--- src/rtl/core/mpid_pkg.sv ---
// Shared constants, types and saturation helper for the motor PID speed loop.
package mpid_pkg;

    localparam int MOTOR_COUNT = 4;
    localparam int MOTOR_IW    = (MOTOR_COUNT > 1) ? $clog2(MOTOR_COUNT) : 1;

    localparam int MIDX_W     = 2;
    localparam int SPEED_W    = 16;
    localparam int GAIN_W     = 8;
    localparam int LIM_W      = 15;
    localparam int MAG_W      = 15;
    localparam int CFG_IDX_W  = 3;
    localparam int CFG_DATA_W = 15;

    localparam int ERR_W  = SPEED_W + 1;   // target minus measured
    localparam int SUM_W  = LIM_W + 1;     // saturated error sum
    localparam int WIDE_W = ERR_W + 1;     // error sum before saturation, error change
    localparam int ACC_W  = 30;            // sum of the three gain products

    typedef enum logic [CFG_IDX_W-1:0] {
        CFG_PROP_GAIN   = 3'd0,
        CFG_INTEG_GAIN  = 3'd1,
        CFG_DERIV_GAIN  = 3'd2,
        CFG_INTEG_LIMIT = 3'd3,
        CFG_DRIVE_LIMIT = 3'd4
    } t_cfg_idx;

    localparam logic [GAIN_W-1:0] PROP_GAIN_RST   = 8'd15;
    localparam logic [GAIN_W-1:0] INTEG_GAIN_RST  = 8'd2;
    localparam logic [GAIN_W-1:0] DERIV_GAIN_RST  = 8'd8;
    localparam logic [LIM_W-1:0]  INTEG_LIMIT_RST = 15'd1000;
    localparam logic [LIM_W-1:0]  DRIVE_LIMIT_RST = 15'd1000;

    typedef struct packed {
        logic [GAIN_W-1:0] prop_gain;
        logic [GAIN_W-1:0] integ_gain;
        logic [GAIN_W-1:0] deriv_gain;
        logic [LIM_W-1:0]  integ_limit;
        logic [LIM_W-1:0]  drive_limit;
    } t_cfg;

    typedef struct packed {
        logic [MAG_W-1:0] drive_magnitude;
        logic             bridge_in1;
        logic             bridge_in2;
    } t_result;

    // Saturate a signed value to +/- lim.
    function automatic logic signed [ACC_W-1:0] clamp_sym(
        input logic signed [ACC_W-1:0] v,
        input logic [LIM_W-1:0]        lim
    );
        logic signed [ACC_W-1:0] hi;
        logic signed [ACC_W-1:0] lo;
        logic signed [ACC_W-1:0] res;
        hi = $signed({{(ACC_W-LIM_W){1'b0}}, lim});
        lo = -hi;
        if (v > hi) begin
            res = hi;
        end else if (v < lo) begin
            res = lo;
        end else begin
            res = v;
        end
        return res;
    endfunction

endpackage

--- src/rtl/core/mpid_cfg.sv ---
// Configuration register bank: gains and saturation limits.
module mpid_cfg (
    input  logic                               i_clk,
    input  logic                               i_rst_n,
    input  logic                               i_cfg_we,
    input  logic [mpid_pkg::CFG_IDX_W-1:0]     i_cfg_idx,
    input  logic [mpid_pkg::CFG_DATA_W-1:0]    i_cfg_data,
    output mpid_pkg::t_cfg                     o_cfg
);

    mpid_pkg::t_cfg r_cfg;
    mpid_pkg::t_cfg n_cfg;

    always_comb begin
        n_cfg = r_cfg;
        if (i_cfg_we) begin
            unique case (mpid_pkg::t_cfg_idx'(i_cfg_idx))
                mpid_pkg::CFG_PROP_GAIN:   n_cfg.prop_gain   = i_cfg_data[mpid_pkg::GAIN_W-1:0];
                mpid_pkg::CFG_INTEG_GAIN:  n_cfg.integ_gain  = i_cfg_data[mpid_pkg::GAIN_W-1:0];
                mpid_pkg::CFG_DERIV_GAIN:  n_cfg.deriv_gain  = i_cfg_data[mpid_pkg::GAIN_W-1:0];
                mpid_pkg::CFG_INTEG_LIMIT: n_cfg.integ_limit = i_cfg_data[mpid_pkg::LIM_W-1:0];
                mpid_pkg::CFG_DRIVE_LIMIT: n_cfg.drive_limit = i_cfg_data[mpid_pkg::LIM_W-1:0];
                default:                   n_cfg = r_cfg;   // drop writes beyond the bank
            endcase
        end
    end

    always_ff @(posedge i_clk) begin
        if (!i_rst_n) begin
            r_cfg.prop_gain   <= mpid_pkg::PROP_GAIN_RST;
            r_cfg.integ_gain  <= mpid_pkg::INTEG_GAIN_RST;
            r_cfg.deriv_gain  <= mpid_pkg::DERIV_GAIN_RST;
            r_cfg.integ_limit <= mpid_pkg::INTEG_LIMIT_RST;
            r_cfg.drive_limit <= mpid_pkg::DRIVE_LIMIT_RST;
        end else begin
            r_cfg <= n_cfg;
        end
    end

    assign o_cfg = r_cfg;

endmodule

--- src/rtl/core/mpid_core.sv ---
// PID datapath with per-motor error sum and previous error state.
module mpid_core (
    input  logic                                   i_clk,
    input  logic                                   i_rst_n,
    input  mpid_pkg::t_cfg                         i_cfg,
    input  logic                                   i_update,
    input  logic [mpid_pkg::MIDX_W-1:0]            i_motor_index,
    input  logic signed [mpid_pkg::SPEED_W-1:0]    i_target_speed,
    input  logic signed [mpid_pkg::SPEED_W-1:0]    i_measured_speed,
    output mpid_pkg::t_result                      o_result
);

    localparam int ACC_W  = mpid_pkg::ACC_W;
    localparam int ERR_W  = mpid_pkg::ERR_W;
    localparam int SUM_W  = mpid_pkg::SUM_W;
    localparam int WIDE_W = mpid_pkg::WIDE_W;
    localparam int GAIN_W = mpid_pkg::GAIN_W;

    logic signed [SUM_W-1:0] r_error_sum      [mpid_pkg::MOTOR_COUNT];
    logic signed [ERR_W-1:0] r_previous_error [mpid_pkg::MOTOR_COUNT];

    logic [mpid_pkg::MOTOR_IW-1:0]  motor_sel;
    logic                           motor_ok;
    logic                           target_zero;
    logic                           active;
    logic signed [SUM_W-1:0]        sum_old;
    logic signed [ERR_W-1:0]        prev_old;
    logic signed [ERR_W-1:0]        err;
    logic signed [WIDE_W-1:0]       sum_raw;
    logic signed [ACC_W-1:0]        sum_sat;
    logic signed [SUM_W-1:0]        sum_new;
    logic signed [WIDE_W-1:0]       err_delta;
    logic signed [GAIN_W:0]         kp;
    logic signed [GAIN_W:0]         ki;
    logic signed [GAIN_W:0]         kd;
    logic signed [GAIN_W+ERR_W:0]   p_term;
    logic signed [GAIN_W+SUM_W:0]   i_term;
    logic signed [GAIN_W+WIDE_W:0]  d_term;
    logic signed [ACC_W-1:0]        drive_raw;
    logic signed [ACC_W-1:0]        drive_sat;
    logic signed [ACC_W-1:0]        drive;
    logic signed [ACC_W-1:0]        drive_abs;

    assign motor_sel   = mpid_pkg::MOTOR_IW'(i_motor_index);
    assign motor_ok    = (32'(i_motor_index) < 32'(mpid_pkg::MOTOR_COUNT));
    assign target_zero = (i_target_speed == '0);
    assign active      = motor_ok && !target_zero;

    assign sum_old  = r_error_sum[motor_sel];
    assign prev_old = r_previous_error[motor_sel];

    assign err = {i_target_speed[mpid_pkg::SPEED_W-1], i_target_speed}
               - {i_measured_speed[mpid_pkg::SPEED_W-1], i_measured_speed};

    assign sum_raw = {{(WIDE_W-SUM_W){sum_old[SUM_W-1]}}, sum_old} + {err[ERR_W-1], err};
    assign sum_sat = mpid_pkg::clamp_sym({{(ACC_W-WIDE_W){sum_raw[WIDE_W-1]}}, sum_raw},
                                         i_cfg.integ_limit);
    assign sum_new = sum_sat[SUM_W-1:0];

    assign err_delta = {err[ERR_W-1], err} - {prev_old[ERR_W-1], prev_old};

    assign kp = $signed({1'b0, i_cfg.prop_gain});
    assign ki = $signed({1'b0, i_cfg.integ_gain});
    assign kd = $signed({1'b0, i_cfg.deriv_gain});

    assign p_term = kp * err;
    assign i_term = ki * sum_new;
    assign d_term = kd * err_delta;

    assign drive_raw = ACC_W'(p_term) + ACC_W'(i_term) + ACC_W'(d_term);
    assign drive_sat = mpid_pkg::clamp_sym(drive_raw, i_cfg.drive_limit);
    assign drive     = active ? drive_sat : '0;
    assign drive_abs = drive[ACC_W-1] ? -drive : drive;

    assign o_result.drive_magnitude = drive_abs[mpid_pkg::MAG_W-1:0];
    assign o_result.bridge_in1      = !drive[ACC_W-1] && (drive != '0);
    assign o_result.bridge_in2      = drive[ACC_W-1];

    always_ff @(posedge i_clk) begin
        if (!i_rst_n) begin
            for (int k = 0; k < mpid_pkg::MOTOR_COUNT; k++) begin
                r_error_sum[k]      <= '0;
                r_previous_error[k] <= '0;
            end
        end else if (i_update && motor_ok) begin
            // zero target clears the motor's loop
            if (target_zero) begin
                r_error_sum[motor_sel]      <= '0;
                r_previous_error[motor_sel] <= '0;
            end else begin
                r_error_sum[motor_sel]      <= sum_new;
                r_previous_error[motor_sel] <= err;
            end
        end
    end

endmodule

--- src/rtl/core/motor_pid_speed_loop_top.sv ---
// Top level of the four-motor PID speed loop: handshake registers around the datapath.
//
//  Channel   Direction  Handshake                  Payload
//  in        request    i_in_valid / o_in_ready    i_motor_index, i_target_speed,
//                                                  i_measured_speed
//  out       result     o_out_valid / i_out_ready  o_drive_magnitude, o_bridge_in1,
//                                                  o_bridge_in2, o_echo_motor
//  cfg       write      i_cfg_we                   i_cfg_idx, i_cfg_data
//
//  One request per cycle sustained while results are taken.
//  The request register feeds one pass through the datapath into the result register.
//  Synchronous active-low reset restores the default gains and clears all loop state.
//  A stalled result holds; the request register still takes a request while the
//  result register waits, and ready drops only when both are full.
module motor_pid_speed_loop_top (
    input  logic                                   i_clk,
    input  logic                                   i_rst_n,
    input  logic                                   i_in_valid,
    output logic                                   o_in_ready,
    input  logic [mpid_pkg::MIDX_W-1:0]            i_motor_index,
    input  logic signed [mpid_pkg::SPEED_W-1:0]    i_target_speed,
    input  logic signed [mpid_pkg::SPEED_W-1:0]    i_measured_speed,
    output logic                                   o_out_valid,
    input  logic                                   i_out_ready,
    output logic [mpid_pkg::MAG_W-1:0]             o_drive_magnitude,
    output logic                                   o_bridge_in1,
    output logic                                   o_bridge_in2,
    output logic [mpid_pkg::MIDX_W-1:0]            o_echo_motor,
    input  logic                                   i_cfg_we,
    input  logic [mpid_pkg::CFG_IDX_W-1:0]         i_cfg_idx,
    input  logic [mpid_pkg::CFG_DATA_W-1:0]        i_cfg_data
);

    mpid_pkg::t_cfg    cfg;
    mpid_pkg::t_result result;

    logic                                 r_in_vld;
    logic [mpid_pkg::MIDX_W-1:0]          r_in_motor;
    logic signed [mpid_pkg::SPEED_W-1:0]  r_in_target;
    logic signed [mpid_pkg::SPEED_W-1:0]  r_in_measured;

    logic                                 r_out_vld;
    mpid_pkg::t_result                    r_out_result;
    logic [mpid_pkg::MIDX_W-1:0]          r_out_motor;

    logic advance;
    logic in_take;

    assign advance    = r_in_vld && (!r_out_vld || i_out_ready);
    assign o_in_ready = !r_in_vld || advance;
    assign in_take    = i_in_valid && o_in_ready;

    mpid_cfg u_cfg (
        .i_clk      (i_clk),
        .i_rst_n    (i_rst_n),
        .i_cfg_we   (i_cfg_we),
        .i_cfg_idx  (i_cfg_idx),
        .i_cfg_data (i_cfg_data),
        .o_cfg      (cfg)
    );

    mpid_core u_core (
        .i_clk            (i_clk),
        .i_rst_n          (i_rst_n),
        .i_cfg            (cfg),
        .i_update         (advance),
        .i_motor_index    (r_in_motor),
        .i_target_speed   (r_in_target),
        .i_measured_speed (r_in_measured),
        .o_result         (result)
    );

    always_ff @(posedge i_clk) begin
        if (!i_rst_n) begin
            r_in_vld  <= 1'b0;
            r_out_vld <= 1'b0;
        end else begin
            if (in_take) begin
                r_in_vld <= 1'b1;
            end else if (advance) begin
                r_in_vld <= 1'b0;
            end
            if (advance) begin
                r_out_vld <= 1'b1;
            end else if (i_out_ready) begin
                r_out_vld <= 1'b0;
            end
        end
    end

    always_ff @(posedge i_clk) begin
        if (in_take) begin
            r_in_motor    <= i_motor_index;
            r_in_target   <= i_target_speed;
            r_in_measured <= i_measured_speed;
        end
        if (advance) begin
            r_out_result <= result;
            r_out_motor  <= r_in_motor;
        end
    end

    assign o_out_valid       = r_out_vld;
    assign o_drive_magnitude = r_out_result.drive_magnitude;
    assign o_bridge_in1      = r_out_result.bridge_in1;
    assign o_bridge_in2      = r_out_result.bridge_in2;
    assign o_echo_motor      = r_out_motor;

endmodule
--- config.mk ---
export PLATFORM = sky130hd
export DESIGN_NAME = motor_pid_speed_loop_top
export DESIGN_NICKNAME = d
export VERILOG_FILES = /design/src/rtl/core/mpid_pkg.sv /design/src/rtl/core/mpid_cfg.sv /design/src/rtl/core/mpid_core.sv /design/src/rtl/core/motor_pid_speed_loop_top.sv
export SDC_FILE = /design/constraint.sdc
export NUM_CORES = 2
export LEC_CHECK = 0
export BUFFER_PORTS_ARGS = -buffer_cell sky130_fd_sc_hd__buf_2
export CORE_MARGIN = 1.5
export CORE_UTILIZATION = 25
export CTS_BUF_LIST = sky130_fd_sc_hd__clkbuf_8 sky130_fd_sc_hd__clkbuf_16
export CTS_CLUSTER_DIAMETER = 120
export CTS_CLUSTER_SIZE = 40
export DETAILED_ROUTE_END_ITERATION = 8
export PLACE_DENSITY = 0.44
export SLEW_MARGIN = 0
export SYNTH_ARGS = -nofsm -noshare
export SYNTH_HDL_FRONTEND = slang
export SYNTH_SLANG_ARGS = --single-unit
--- constraint.sdc ---
create_clock -name i_clk -period 16.8 [get_ports i_clk]
set_clock_uncertainty 0.1 [all_clocks]
set_input_delay 2.52 -clock i_clk [delete_from_list [all_inputs] [get_ports i_clk]]
set_output_delay 2.52 -clock i_clk [all_outputs]
set_load 0.02 [all_outputs]
==> flow_summary.yaml <==
run_status:
  status: "complete, no violations"
final_layout:
  drive_above_1_share_pct: 13.5
  layout.nets: 4334
  syn2layout_area_growth_pct: 15.3
synthesis:
  yosysTopAreaCellShare_pct: 27.1
  yosys.area_share.simple_pct: 16.7
  synth_fp_nets: 4140
  ys_ff_latch: 243
  synth-xor-area-share_pct: 2.44
  synth_compound_area_share_pct: 9.12
  yosys-mux-area-fraction_pct: 2.93
  async_flop_share_pct: 0
  synth.area.top_cells: "fa_1 27%, edfxtp_1 18%, ha_1 10%, inv_1 8.5%, nand2_1 5.4%"
  syn-cell-area_um2: 31500
  synthFlopType: "edfxtp_1"
  yosys.area.top_type: "fa_1"
  synthCells: 3400
  synth_edf_count: 185
  synth_top_family_by_area: "adder cells"
  synthDistinctLibCells: 87
  synth_fa_ha_area_share_pct: 37.3
  syn_area_per_cell_um2: 9.25
  yosys_warnings: 0
  ys_seq_area_share_pct: 21.4
worst_setup_path:
  path_max_fanout: 9
  cp_slowest_cell: "fa_1"
  arrival_ps: 16160
  cp.required_ps: 16980
  crit_type: "flip-flop to flip-flop"
  start_kind: "flip-flop"
  timing.rr.start: "r_in_target[1]$_DFFE_PP_"
  cp-startpoint: "r_in_target[1]$_DFFE_PP_"
  critPathCaptureType: "flip-flop"
  cpMostUsedCell: "buf_4"
  slowest_delay_ps: 570
clock_tree:
  cts_max_path_buffers: 3
  clk_latency_ps: 570
  cts_tree: "built"
  clkSinkCount: 243
  h-tree-depth: 1
  clk_root_buffer_cell: "clkbuf_16"
  numCtsBuffers: 14
  clk_pin_slew_worst_paths_ps: 130
timing:
  period_minus_slack_ps: 15990
  final_hold_viol_count: 0
  setup_viol_count_final: 0
  worst_pin_slew_ps: 1150
  slew_viol_final: 0
  hold_slack_ps: 433
  fmax_ghz: 0.0626
  slew_headroom_pct: 22.7
  worst_slack_ps: 813
  period_share_pct: 95.2
floorplanning:
  row_count: 129
  num_io_pins: 78
  die_y_um: 358
  coreArea_um2: 124000
  die_w_um: 358
  dieArea_um2: 128000
  floorplan.initialDensity_pct: 25.3
route:
  routedWlPerCell_um: 18.7
  drcViolationCount: 0
  num_vias: 23794
  top_layer: "met4"
  via_per_inst: 4.54
  routed_wl_mm: 97.9
  wl_met3_mm: 4.51
  drt_pass1_iterations: 5
  drt-initial-drc-count: 1572
  wl_met2_mm: 44.7
  route.layer.met1.wl_mm: 46.5
  ant_nets: 0
placement:
  io_buffers: 77
  hpwl_mm: 81.6
  dp_slack_ps: -767
  gp_congestion: 0.877
grt:
  grt_overflow: 0
  grt_use_total_pct: 15.6
  antenna_found_initial: 1
  grt_pass1_vias: 25251
  grt_max_degree: 49
  grt_pass1_wl_mm: 153
hold_path:
  hold_class: "flip-flop to flip-flop"
  hp-start: "r_in_vld$_SDFFE_PN0P_"
run:
  maxCapViolations: 0
==> cells by family (layout without fill, tap and decap cells) <==
| kind of cell | Yosys count | count (layout) |
|---|---|---|
| simple gates | 1082 | 1082 |
| buf+inv | 840 | 1042 |
| fa+ha+maj | 683 | 683 |
| compound gates | 416 | 416 |
| flops | 243 | 243 |
| xor+xnor | 86 | 86 |
| mux | 50 | 50 |
| other cells | 0 | 1 |
==> what timing repair did <==
action,in CTS,in global routing
setup buffers,6,17
pin swaps,4,59
gates resized for setup,20,111
hold buffers,0,0
endpoints found under the setup margin,16,17
==> area by class of cell <==
class,instances,area (um^2)
multi-input combinational,2317,22100
inverter,718,2700
clock buffer,15,375
clock inverter,9,159
antenna,1,2.50
timing repair buffer,300,2120
tap,1637,2050
fill,13293,88000
sequential,243,6720
==> synth_stat cells (13+ instances only) <==
cell / instances
and3_1: 19
and2_1: 172
nor2_1: 151
nand4_1: 18
inv_1: 716
dfxtp_1: 58
a21oi_1: 73
a21o_1: 30
nand3_1: 49
nor2b_1: 60
nor3_1: 54
fa_1: 426
edfxtp_1: 185
clkbuf_1: 97
xnor2_1: 69
nand2b_1: 28
ha_1: 257
mux2i_1: 13
a21boi_0: 55
o21a_1: 23
nand2_1: 451
mux4_2: 33
a31oi_1: 13
o21ai_0: 79
o211ai_1: 26
or3_1: 15
xor2_1: 16
a211oi_1: 16
nor4_1: 20
==> path summary, 6_finish.rpt <==
kind / slack, ps / cells past startpoint / endpoint
setup / recovery: 810 / 73 / o_drive_magnitude[14]$_DFFE_PP_
hold / removal: 430 / 1 / o_out_valid$_SDFFE_PN0P_
setup reg to reg: 810 / 73 / o_drive_magnitude[14]$_DFFE_PP_
hold reg to reg: 430 / 1 / o_out_valid$_SDFFE_PN0P_
==> layout by cell type, fill, tap and decap left out, drive strengths merged, types with 23 or more instances in the layout <==
master / count
inv: 720
nand2: 451
fa: 426
buf: 300
ha: 257
edfxtp: 185
and2: 172
nor2: 154
o21ai: 81
a21oi: 73
xnor2: 69
nor2b: 60
dfxtp: 58
nor3: 57
a21boi: 55
nand3: 49
mux4: 33
a21o: 30
nand2b: 28
o211ai: 26
o21a: 23
==> critical path: cells and delay by family, from the launching register on <==
| kind | cells | cell delay, ps |
|---|---|---|
| AO/OA/AOI/OAI | 33 | 5470 |
| buffers and inverters | 13 | 1810 |
| flip-flops | 1 | 440 |
| multiplexers | 2 | 320 |
| adder cells (fa/ha/maj) | 13 | 5280 |
| AND/OR/NAND/NOR | 9 | 1580 |
| XOR/XNOR | 3 | 690 |
==> through the flow <==
stage	cells	instance area, um^2	TNS [ps]	utilization (%)
floorplan	3400	31500	0	-
global placement	5192	35000	-7330	28.1
finish	5240	36300	0	29.2
CTS	5222	35700	0	28.7
global route	5239	36300	-61.9	29.2
detailed placement	5192	35000	-8480	28.1
==> per-layer routing <==
layer  up-vias  global-route usage (%)
li1      11258                       -
met1     11942                    22.2
met2       515                    25.7
met3        79                    1.61
met4         0                    3.40
met5         -                       0
==> state kept, by name (all words and copies together) (netlist names), named ones only <==
signal                   cells
u_cfg.o_cfg                 54
o_echo_motor                 2
o_drive_magnitude           15
r_in_motor                   2
u_core.r_error_sum          64
r_in_vld                     1
u_core.r_previous_error     68
o_out_valid                  1
r_in_measured               16
o_bridge_in1                 1
o_bridge_in2                 1
r_in_target                 16
Power is not shown: default switching activity piles up to over one toggle a cycle in this logic, so the estimate is an artifact.
